==> src/hw/rtl/rau_pkg.sv <==
// Shared types, codes and defaults of the rational arithmetic unit.
// Used by rau_ctrl, rau_dp and rational_arithmetic_unit; depends on nothing.
package rau_pkg;

  localparam int WIDTH_DEF = 32;
  localparam int IW        = 32;  // field width of the operand words
  localparam int DW        = 64;  // width of exact intermediates
  localparam int DIV_STEPS = DW;

  localparam logic [2:0] OP_ADD = 3'd0;
  localparam logic [2:0] OP_SUB = 3'd1;
  localparam logic [2:0] OP_MUL = 3'd2;
  localparam logic [2:0] OP_DIV = 3'd3;
  localparam logic [2:0] OP_CMP = 3'd4;

  localparam logic [1:0] ORD_LESS    = 2'd0;
  localparam logic [1:0] ORD_EQUAL   = 2'd1;
  localparam logic [1:0] ORD_GREATER = 2'd2;

  localparam logic [1:0] ERR_NONE = 2'd0;
  localparam logic [1:0] ERR_ZDEN = 2'd1;
  localparam logic [1:0] ERR_DIV0 = 2'd2;
  localparam logic [1:0] ERR_OVF  = 2'd3;

  typedef enum logic [4:0] {
    CMD_IDLE,
    CMD_LOAD,
    CMD_X_FROM_A,
    CMD_NEXT_B,
    CMD_B_FROM_X,
    CMD_ZERO_FIX,
    CMD_TWOS,
    CMD_GCD_INIT,
    CMD_GCD_STEP,
    CMD_DIV_INIT,
    CMD_DIV_STEP,
    CMD_DIV_DONE,
    CMD_MUL1,
    CMD_MUL2,
    CMD_MUL3,
    CMD_FORM,
    CMD_CMP,
    CMD_FINISH,
    CMD_ERR_ZDEN,
    CMD_ERR_DIV0
  } dp_cmd_t;

  typedef enum logic [3:0] {
    S_IDLE,
    S_CHECK,
    S_RED,
    S_GCD,
    S_DIV,
    S_DIVEND,
    S_RED_END,
    S_MUL1,
    S_MUL2,
    S_MUL3,
    S_FORK,
    S_DONE
  } ctrl_state_t;

  typedef enum logic [1:0] {
    PH_A,
    PH_B,
    PH_R
  } phase_t;

  typedef struct packed {
    dp_cmd_t cmd;
    logic    out_load;
  } rau_cmd_t;

  typedef struct packed {
    logic zden;
    logic x_zero;
    logic both_even;
    logic gcd_done;
    logic div_last;
    logic is_cmp;
    logic is_div;
    logic bmag_zero;
  } rau_status_t;

endpackage

==> src/hw/rtl/rau_ctrl.sv <==
// Sequencer of the rational arithmetic unit: handshakes and datapath commands.
// Depends on rau_pkg.
module rau_ctrl (
  input  logic                  clk,
  input  logic                  rst_n,
  input  logic                  in_valid,
  output logic                  in_stall,
  output logic                  out_valid,
  input  logic                  out_stall,
  input  rau_pkg::rau_status_t  status,
  output rau_pkg::rau_cmd_t     cmd
);

  rau_pkg::ctrl_state_t state_r, state_nxt;
  rau_pkg::phase_t      phase_r, phase_nxt;
  logic                 out_valid_r, out_valid_nxt;

  always_ff @(posedge clk) begin
    if (!rst_n) begin
      state_r     <= rau_pkg::S_IDLE;
      phase_r     <= rau_pkg::PH_A;
      out_valid_r <= 1'b0;
    end else begin
      state_r     <= state_nxt;
      phase_r     <= phase_nxt;
      out_valid_r <= out_valid_nxt;
    end
  end

  always_comb begin
    state_nxt    = state_r;
    phase_nxt    = phase_r;
    cmd.cmd      = rau_pkg::CMD_IDLE;
    cmd.out_load = 1'b0;
    case (state_r)
      rau_pkg::S_IDLE: begin
        if (in_valid) begin
          cmd.cmd   = rau_pkg::CMD_LOAD;
          state_nxt = rau_pkg::S_CHECK;
        end
      end
      rau_pkg::S_CHECK: begin
        if (status.zden) begin
          cmd.cmd   = rau_pkg::CMD_ERR_ZDEN;
          state_nxt = rau_pkg::S_DONE;
        end else begin
          cmd.cmd   = rau_pkg::CMD_X_FROM_A;
          phase_nxt = rau_pkg::PH_A;
          state_nxt = rau_pkg::S_RED;
        end
      end
      rau_pkg::S_RED: begin
        if (status.x_zero) begin
          cmd.cmd   = rau_pkg::CMD_ZERO_FIX;
          state_nxt = rau_pkg::S_RED_END;
        end else if (status.both_even) begin
          cmd.cmd = rau_pkg::CMD_TWOS;
        end else begin
          cmd.cmd   = rau_pkg::CMD_GCD_INIT;
          state_nxt = rau_pkg::S_GCD;
        end
      end
      rau_pkg::S_GCD: begin
        if (status.gcd_done) begin
          cmd.cmd   = rau_pkg::CMD_DIV_INIT;
          state_nxt = rau_pkg::S_DIV;
        end else begin
          cmd.cmd = rau_pkg::CMD_GCD_STEP;
        end
      end
      rau_pkg::S_DIV: begin
        cmd.cmd = rau_pkg::CMD_DIV_STEP;
        if (status.div_last) begin
          state_nxt = rau_pkg::S_DIVEND;
        end
      end
      rau_pkg::S_DIVEND: begin
        cmd.cmd   = rau_pkg::CMD_DIV_DONE;
        state_nxt = rau_pkg::S_RED_END;
      end
      rau_pkg::S_RED_END: begin
        case (phase_r)
          rau_pkg::PH_A: begin
            cmd.cmd   = rau_pkg::CMD_NEXT_B;
            phase_nxt = rau_pkg::PH_B;
            state_nxt = rau_pkg::S_RED;
          end
          rau_pkg::PH_B: begin
            cmd.cmd   = rau_pkg::CMD_B_FROM_X;
            state_nxt = rau_pkg::S_MUL1;
          end
          default: begin
            cmd.cmd   = rau_pkg::CMD_FINISH;
            state_nxt = rau_pkg::S_DONE;
          end
        endcase
      end
      rau_pkg::S_MUL1: begin
        cmd.cmd   = rau_pkg::CMD_MUL1;
        state_nxt = rau_pkg::S_MUL2;
      end
      rau_pkg::S_MUL2: begin
        cmd.cmd   = rau_pkg::CMD_MUL2;
        state_nxt = rau_pkg::S_MUL3;
      end
      rau_pkg::S_MUL3: begin
        cmd.cmd   = rau_pkg::CMD_MUL3;
        state_nxt = rau_pkg::S_FORK;
      end
      rau_pkg::S_FORK: begin
        if (status.is_cmp) begin
          cmd.cmd   = rau_pkg::CMD_CMP;
          state_nxt = rau_pkg::S_DONE;
        end else if (status.is_div && status.bmag_zero) begin
          cmd.cmd   = rau_pkg::CMD_ERR_DIV0;
          state_nxt = rau_pkg::S_DONE;
        end else begin
          cmd.cmd   = rau_pkg::CMD_FORM;
          phase_nxt = rau_pkg::PH_R;
          state_nxt = rau_pkg::S_RED;
        end
      end
      rau_pkg::S_DONE: begin
        if (!out_valid_r || !out_stall) begin
          cmd.out_load = 1'b1;
          state_nxt    = rau_pkg::S_IDLE;
        end
      end
      default: begin
        state_nxt = rau_pkg::S_IDLE;
      end
    endcase
  end

  assign out_valid_nxt = cmd.out_load | (out_valid_r & out_stall);
  assign out_valid     = out_valid_r;
  assign in_stall      = (state_r != rau_pkg::S_IDLE);

endmodule

==> config.mk <==
export PLATFORM = sky130hd
export DESIGN_NAME = rau_ctrl
export DESIGN_NICKNAME = d
export VERILOG_FILES = /design/src/hw/rtl/rau_pkg.sv /design/src/hw/rtl/rau_ctrl.sv
export SDC_FILE = /design/constraint.sdc
export NUM_CORES = 1
export LEC_CHECK = 0
export BUFFER_PORTS_ARGS = -buffer_cell sky130_fd_sc_hd__buf_2
export CORE_MARGIN = 1
export CORE_UTILIZATION = 36
export CTS_CLUSTER_DIAMETER = 150
export DETAILED_ROUTE_END_ITERATION = 10
export PLACE_DENSITY = 0.68
export RECOVER_POWER = 50
export SETUP_SLACK_MARGIN = 0.4
export SYNTH_ARGS = -nofsm -noshare
export SYNTH_HDL_FRONTEND = slang
export SYNTH_SLANG_ARGS = --single-unit
==> constraint.sdc <==
create_clock -name clk -period 1.6 [get_ports clk]
set_input_delay 0.16 -clock clk [delete_from_list [all_inputs] [get_ports clk]]
set_output_delay 0.16 -clock clk [all_outputs]
set_load 0.05 [all_outputs]
# Word level (Yosys, flattened, before mapping)
# Cells that the tools add are included.
[classes]
n_eq_ne = 21
mux = 27
bitwise_logic = 2
n_reduce_logical = 10
[op_table]
columns = ["operator", "count"]
rows = [
  ["one-hot mux 5 bit (11 select lines)", 1],
  ["one-hot mux 4 bit (12 select lines)", 1],
  ["two-way mux 4 bit", 9],
  ["equality test 4 x 3 -> 1 bit (second input constant)", 4],
  ["equality test 4 bit (second input constant)", 4],
  ["!= test 2 bit (second input constant)", 8],
  ["two-way mux 5 bit", 3],
  ["two-way mux 2 bit", 5],
  ["one-hot mux 5 bit (2 select lines)", 1],
  ["AND reduction 5 bit", 2],
  ["equality test 4 x 2 -> 1 bit (second input constant)", 2],
  ["one-hot mux 4 bit (2 select lines)", 1],
  ["one-hot mux 2 bit (3 select lines)", 1],
  ["two-way mux 1 bit", 5],
  ["equality test 4 x 1 -> 1 bit (second input constant)", 1],
  ["logical NOT 4 bit", 1],
  ["nonzero test 4 bit", 1],
  ["!= test 3 bit (second input constant)", 1],
  ["nonzero test 3 bit", 1],
  ["equality test 2 x 1 -> 1 bit (second input constant)", 1],
  ["logical NOT 1 bit", 2],
  ["logical NOT 2 bit", 1],
  ["AND 1 bit", 1],
  ["logical AND 1 bit", 1],
  ["2 further kinds", 2],
]
[word_totals]
register_bits = 7
in_bits = 12
word_cells = 63

# Longest topological paths before layout
# Gate-level depths: netlist (run 1).
[depth]
word_depth = 5
mapped_depth = 6
mapped_depth_nobuf = 4

# Worst setup path before layout (run 1)
# Ideal clock, no wire load.
[synth_timing]
path_kind = "flip-flop to output port"
start = "reg state_r[2]"
end = "out cmd[3] in the netlist's numbering"
t_arrival_ns = 2.039
required_ns = 1.440
path_slack_ns = -0.599
stages_incl_launch_ff = 5
cell_sequence = "dfxtp_1 -> buf_2 -> buf_2 -> o22ai_1 -> a221oi_1"
[synth_lines]
columns = ["element", "line", "rtl"]
rows = [
  ["start: declaration", "rau_ctrl.sv:14", "rau_pkg::ctrl_state_t state_r, state_nxt;"],
  ["start signal: assignment", "rau_ctrl.sv:20", "state_r <= rau_pkg::S_IDLE;"],
  ["start signal: assignment", "rau_ctrl.sv:24", "state_r <= state_nxt;"],
  ["end: declaration", "rau_ctrl.sv:11", "output rau_pkg::rau_cmd_t cmd"],
]

==> impl_metrics.csv, run 1 <==
group,metric,value,unit
outcome,status,"finished, violations left",
outcome,violations,"setup timing",
final_layout,multiInputGateArea,709,sq um
sta,drv_slew,0,
sta,setup_violations,2,
final_layout,design_area,1310,sq um
synth,synth_cell_type_count,40,
floorplanning,pin_count,20,
critical_path,cp-start-kind,"register",
critical_path,worst-r2r-cell-count,6,
critical_path,arrival,1.50,ns
global_route,antenna_found_initial,0,
detailed_routing,wl_per_cell,16.4,um
placed_design,io_buffers,19,
global_route,grt_pass1_wl,3.80,mm
min_path,hold_start,"rst_n",
cts,hold_buffers,0,
cts,clk-insertion-delay-late,0.25,ns
global_route,met3_usage,2.75,%
power,peakVddDrop,1.02,mV
floorplanning,initial_core_util,39.4,%
sta,worst_slack,-0.0567,ns
global_route,grt.met2_usage,42.3,%
critical_path,critPathMaxFanout,7,
floorplanning,core-area,1780,sq um
sta,period_share,104,%
floorplanning,rows,15,
critical_path,crit_required,1.44,ns
synth,ys_seq_elements,7,
synth,syn_inst,92,
global_route,grtUsageMet1,28.8,%
global_route,grtUsageTotal,25.0,%
power,finalPower,2.48,mW
synth,synth_warnings,0,
min_path,min_path_cells,2,
synth,synth_top_cell_by_area,"dfxtp_1",
synth,ys_seq_area_share,20.0,%
cts,clock_sinks,7,
sta,timing.fmax,0.604,GHz
cts,clock_path_buffers,2,
global_route,grt-ovfl-total,0,
critical_path,rrSetupSlack,0.06,ns
placed_design,dp_hpwl,1.58,mm
synth,synthesis.nets,104,
min_path,min_to,"state_r[3]",
final_layout,final-seq-area,158,sq um
power,leakage,0.515,nW
cts,cts.htree.levels,1,
detailed_routing,totalWireLength,2.59,mm
critical_path,criticalPathCategory,"reg -> out",
detailed_routing,vias,929,
final_layout,drive_gt1_share,61.7,%
detailed_routing,drt_iter0_drc,17,
power,p_per_area,1900,nW/um^2
min_path,min_path_type,"in -> reg",
sta,grt_setup_unrepaired,"true",
sta,holdWs,0.212,ns
placed_design,placed_cell_area,951,sq um
sta,skew,0.00318,ns
final_layout,fin_nets,146,
floorplanning,die_y,46.2,um
detailed_routing,via_per_inst,5.88,
synth,yosys-top-cells-area,"dfxtp_1 20%, nand2b_1 6.2%, a21oi_1 5.7%",
sta,slew_headroom,61.3,%
synth,syn_avg_cell_area,7.63,sq um
sta,tightest_slew,0.583,ns
detailed_routing,drc_errors,0,
placed_design,pre_cts_slack,0.0269,ns
critical_path,r2r-start,"state_r[1]",
detailed_routing,firstDrtPassIters,5,
final_layout,areaGrowthSynthToFinish,86.3,%
floorplanning,fp.dieW,46.2,um
final_layout,antennaDiodeCount,0,
detailed_routing,antenna_left,0,
global_route,grt_pass1_vias,921,
global_route,top_usage_layer,"met2",
synth,yosys.area.top_type_share,20.0,%
run,cap_violations,0,
critical_path,reg2reg_to,"state_r[1]",
placed_design,place_congestion,0.850,
cts,clk_pin_slew,0.05,ns
sta,layout_min_cycle_time,1.66,ns
critical_path,cp-end-kind,"primary output",
sta,timing.final.hold_violations,0,
global_route,grt_max_degree,12,
cts,cts.root.buffer_cell,"clkbuf_4",
final_layout,fillers,133,
floorplanning,dieArea,2130,sq um
cts,cts_buffers,3,
sta,fin_setup_tns,-0.0676,ns
cts,cts_tree,"built",
synth,syn_area,702,sq um
stage by stage:
step / instances / utilization [%]
floorplan: 92 / -
global placement: 138 / 53.3
global route: 158 / 73.3
CTS: 153 / 66.1
finish: 158 / 73.3
detailed placement: 138 / 53.3
timing repair:
| action | CTS | global route |
|---|---|---|
| resized for setup | 33 | 27 |
| endpoints found under the hold margin | 0 | 0 |
| pin swaps | 4 | 13 |
| setup endpoints to repair | 13 | 13 |
| gates cloned | 0 | 0 |
| buffers inserted | 11 | 5 |
flip-flops by register name (all words and copies together), names as in the netlist:
| signal | count |
|---|---|
| phase_r | 2 |
| state_r | 4 |
| out_valid | 1 |
worst max-delay path, stage by stage (launching register included):
cell and delay [ns]:
dfxtp_4 0.39, or3b_4 0.41, o32ai_4 0.16, a21o_4 0.14, buf_8 0.14
routing by layer:
layer | vias to the layer above | part of all wire (%) | wire length [um]
li1 | 446 | - | -
met1 | 434 | 41 | 1070
met2 | 36 | 52 | 1340
met3 | 13 | 3.3 | 86
met4 | 0 | 3.7 | 97
met5 | - | 0 | 0
cells by family after synthesis:
family                 after synthesis  synth area share, %
muxes                                1                 1.43
DFF                                  7                 20.0
buffers and inverters                9                 7.84
and+or+nand+nor                     33                 26.6
AOI/OAI and AO/OA                   42                 44.2
power by group:
group	internal, mW	leakage, nW	switching, mW
clock network	0.0949	0.0150	0.0606
logic	0.931	0.439	1.08
registers	0.231	0.0608	0.0904
cell usage in the layout, fill, tap and decap left out, drive strengths merged:
| master | n |
|---|---|
| a211oi | 1 |
| a21boi | 3 |
| a21o | 2 |
| a21oi | 8 |
| a221oi | 1 |
| a311oi | 2 |
| a31o | 2 |
| buf | 43 |
| clkbuf | 5 |
| dfxtp | 7 |
| inv | 2 |
| mux2i | 1 |
| nand2 | 7 |
| nand2b | 7 |
| nand3 | 3 |
| nand3b | 1 |
| nand4b | 1 |
| nor2 | 4 |
| nor2b | 2 |
| nor3 | 2 |
| nor3b | 1 |
| nor4b | 1 |
| nor4bb | 1 |
| o211a | 1 |
| o211ai | 1 |
| o21a | 3 |
| o21ai | 8 |
| o221ai | 1 |
| o22ai | 2 |
| o31a | 1 |
| o31ai | 1 |
| o32a | 2 |
| o32ai | 2 |
| o41a | 1 |
| or2 | 1 |
| or3 | 1 |
| or3b | 1 |
cells in the mapped netlist:
library cell / count
a211oi_1: 1
a21boi_0: 2
a21boi_1: 1
a21o_1: 2
a21oi_1: 8
a221oi_1: 1
a311oi_1: 2
a31o_1: 1
a31o_2: 1
buf_2: 5
buf_6: 2
dfxtp_1: 7
inv_1: 1
inv_2: 1
mux2i_1: 1
nand2_1: 7
nand2b_1: 7
nand3_1: 3
nand3b_1: 1
nand4b_1: 1
nor2_1: 4
nor2b_1: 2
nor3_1: 2
nor3b_1: 1
nor4b_1: 1
nor4bb_1: 1
o211a_1: 1
o211ai_1: 1
o21a_1: 3
o21ai_0: 8
o221ai_1: 1
o22ai_1: 2
o31a_1: 1
o31ai_1: 1
o32a_1: 2
o32ai_2: 2
o41a_1: 1
or2_1: 1
or3_1: 1
or3b_1: 1
area by class of cell:
type | count | share of cell area [%]
flip-flops and latches | 7 | 12.1
repair buffers | 44 | 28.3
multi-input cells | 76 | 54.3
well taps | 25 | 2.39
clock buffers | 4 | 2.01
inverters | 2 | 0.957
how the worst max path moves through the flow:
| stage | from | to | slack (ns) |
|---|---|---|---|
| after floorplan | state_r[0] | cmd[3] | 0.19 |
| after detailed placement | state_r[0] | cmd[5] | 0.03 |
| final | state_r[0] | cmd[5] | -0.06 |
| after CTS | state_r[2] | cmd[5] | -0.04 |
| after global placement | state_r[0] | cmd[5] | 0.09 |
| after global routing | state_r[0] | cmd[5] | -0.09 |
(Power assumes the default switching activity.)
==> run 2, diff against run 1 <==
--- a/config.mk
+++ b/config.mk
@@ -10,7 +10,6 @@
 export CORE_UTILIZATION = 36
 export CTS_CLUSTER_DIAMETER = 150
 export DETAILED_ROUTE_END_ITERATION = 10
-export PLACE_DENSITY = 0.68
 export RECOVER_POWER = 50
 export SETUP_SLACK_MARGIN = 0.4
 export SYNTH_ARGS = -nofsm -noshare
==> run 2 against run 1 <==
  * The run still ends with setup timing left
  * Fmax shrank 2.3%
  * Critical path depth unchanged
  * Worst hold slack worse by 0.0025 ns
  * Sequential share of layout area shrank 1.4 points
  * Combinational power grew 15%
  * Global-route usage rose by 4.3 points
  * Utilization is 8.1 points higher
  * Clock-buffer cell count is the same
  * Via count rose by 13%
  * Die area unchanged
  * Setup slack got worse by 0.040 ns
  * Clock power up 5%
  * Critical endpoint unchanged
  * Largest cell class unchanged
==> impl_metrics.csv, run 2 (synthesis gave the netlist of run 1 again) <==
group,metric,value,unit
sta,tightest_slew,0.587,ns
cts,clock_sinks,7,
detailed_routing,firstDrtPassIters,4,
critical_path,path_cells,"or2_4, o32ai_4, a21o_4, buf_8",
power,p_per_area,1930,nW/um^2
final_layout,fin_nets,158,
sta,grt_setup_unrepaired,"true",
sta,drv_slew,0,
global_route,met3_usage,8.24,%
critical_path,rrSetupSlack,-0.04,ns
sta,layout_min_cycle_time,1.70,ns
sta,slew_headroom,61.0,%
final_layout,final_util,81.5,%
outcome,status,"finished, violations left",
placed_design,io_buffers,19,
final_layout,design_area,1450,sq um
detailed_routing,totalWireLength,3.35,mm
cts,clk_pin_slew,0.05,ns
placed_design,placed_cell_area,978,sq um
floorplanning,initial_core_util,39.4,%
outcome,violations,"setup timing",
global_route,grt-ovfl-total,0,
critical_path,worst-path-stages,4,
detailed_routing,antenna_left,0,
final_layout,top_register,"state_r",
sta,worst_slack,-0.0963,ns
global_route,grt.met2_usage,51.3,%
final_layout,drive_gt1_share,64.8,%
critical_path,r2r-start,"state_r[2]",
critical_path,criticalPathCategory,"reg -> out",
placed_design,place_congestion,0.844,
cts,cts.htree.levels,1,
critical_path,cp_num_buf_inv,1,
global_route,top_usage_layer,"met2",
final_layout,fillers,106,
critical_path,slowest_delay,0.37,ns
global_route,grt_pass1_wl,4.39,mm
sta,timing.final.hold_violations,0,
cts,clk-insertion-delay-late,0.25,ns
sta,timing.fmax,0.590,GHz
critical_path,worst-r2r-cell-count,7,
global_route,antenna_found_initial,0,
power,peakVddDrop,1.67,mV
cts,cts_tree,"built",
global_route,grtUsageMet1,34.6,%
final_layout,mostFrequentLayoutCells,"24 x buf_4, 11 x buf_2, 10 x buf_6",
critical_path,crit_start,"state_r[2]",
critical_path,arrival,1.54,ns
final_layout,layout_commonest_cell,"buf_4",
final_layout,areaGrowthSynthToFinish,107,%
floorplanning,dieArea,2130,sq um
global_route,grt_pass1_vias,986,
detailed_routing,via_per_inst,6.19,
critical_path,slowest_stage,"dfxtp_4",
cts,cts.root.buffer_cell,"clkbuf_4",
critical_path,crit_required,1.44,ns
detailed_routing,drc_errors,0,
critical_path,cp-start-kind,"register",
detailed_routing,wl_per_cell,19.7,um
floorplanning,fp.dieW,46.2,um
critical_path,cp-end-kind,"primary output",
sta,setup_violations,6,
critical_path,reg2reg_to,"state_r[0]",
critical_path,crit_family,"compound AO/OA/AOI/OAI gates",
final_layout,largest_reg_flops,4,
detailed_routing,vias,1053,
placed_design,dp_hpwl,1.71,mm
global_route,grt_max_degree,9,
critical_path,cp-endpoint,"cmd[5]",
cts,clock_path_buffers,2,
final_layout,antennaDiodeCount,0,
min_path,min_path_type,"in -> reg",
global_route,grtUsageTotal,29.3,%
cts,cts_buffers,3,
floorplanning,pin_count,20,
detailed_routing,drt_iter0_drc,53,
floorplanning,core-area,1780,sq um
floorplanning,die_y,46.2,um
run,cap_violations,0,
sta,skew,0.00228,ns
critical_path,critPathMaxFanout,5,
floorplanning,rows,15,
power,leakage,0.582,nW
sta,period_share,106,%
[run 2: final cells by class]
class | count | area (sq um) | share of cell area, %
multi-input combinational | 76 | 721 | 49.6
tap | 25 | 31.3 | 2.15
timing repair buffer | 56 | 509 | 35.1
sequential | 7 | 155 | 10.7
clock buffer | 4 | 26.3 | 1.81
inverter | 2 | 10.0 | 0.689
[run 2: worst min path at each step]
stage	from	end	slack, ns	cells past startpoint
after global routing	rst_n	state_r[2]	0.21	2
after global placement	rst_n	state_r[3]	0.47	2
after CTS	rst_n	state_r[3]	0.20	2
final	rst_n	state_r[3]	0.21	2
after detailed placement	rst_n	state_r[2]	0.47	2
after floorplan	rst_n	state_r[3]	0.28	1
[run 2: where the power goes]
part	switching (mW)	internal, mW
clock	0.0677	0.0953
combinational	1.19	1.12
sequential	0.0874	0.230
[run 2: repair_timing]
item / in CTS / in global routing
resized for setup: 47 / 15
setup endpoints to repair: 13 / 14
buffers inserted: 18 / 8
hold buffers: 0 / 0
pin swaps: 13 / 11
[run 2: routing by layer]
layer | share of wire (%) | wire [um]
met3 | 8.6 | 287
met1 | 37 | 1230
met4 | 3.9 | 130
met2 | 51 | 1700
met5 | 0 | 0
[run 2: per-stage QoR]
stage	setup WS, ns	TNS, ns	hold WS, ns	power, mW	std cells
after floorplan	0.194	0	0.278	1.47	92
after global placement	0.0403	0	0.468	1.72	140
after detailed placement	0.0145	0	0.471	1.73	140
after CTS	-0.0628	-0.138	0.201	2.50	162
after global routing	-0.139	-0.568	0.210	2.90	170
final	-0.0963	-0.341	0.209	2.80	170
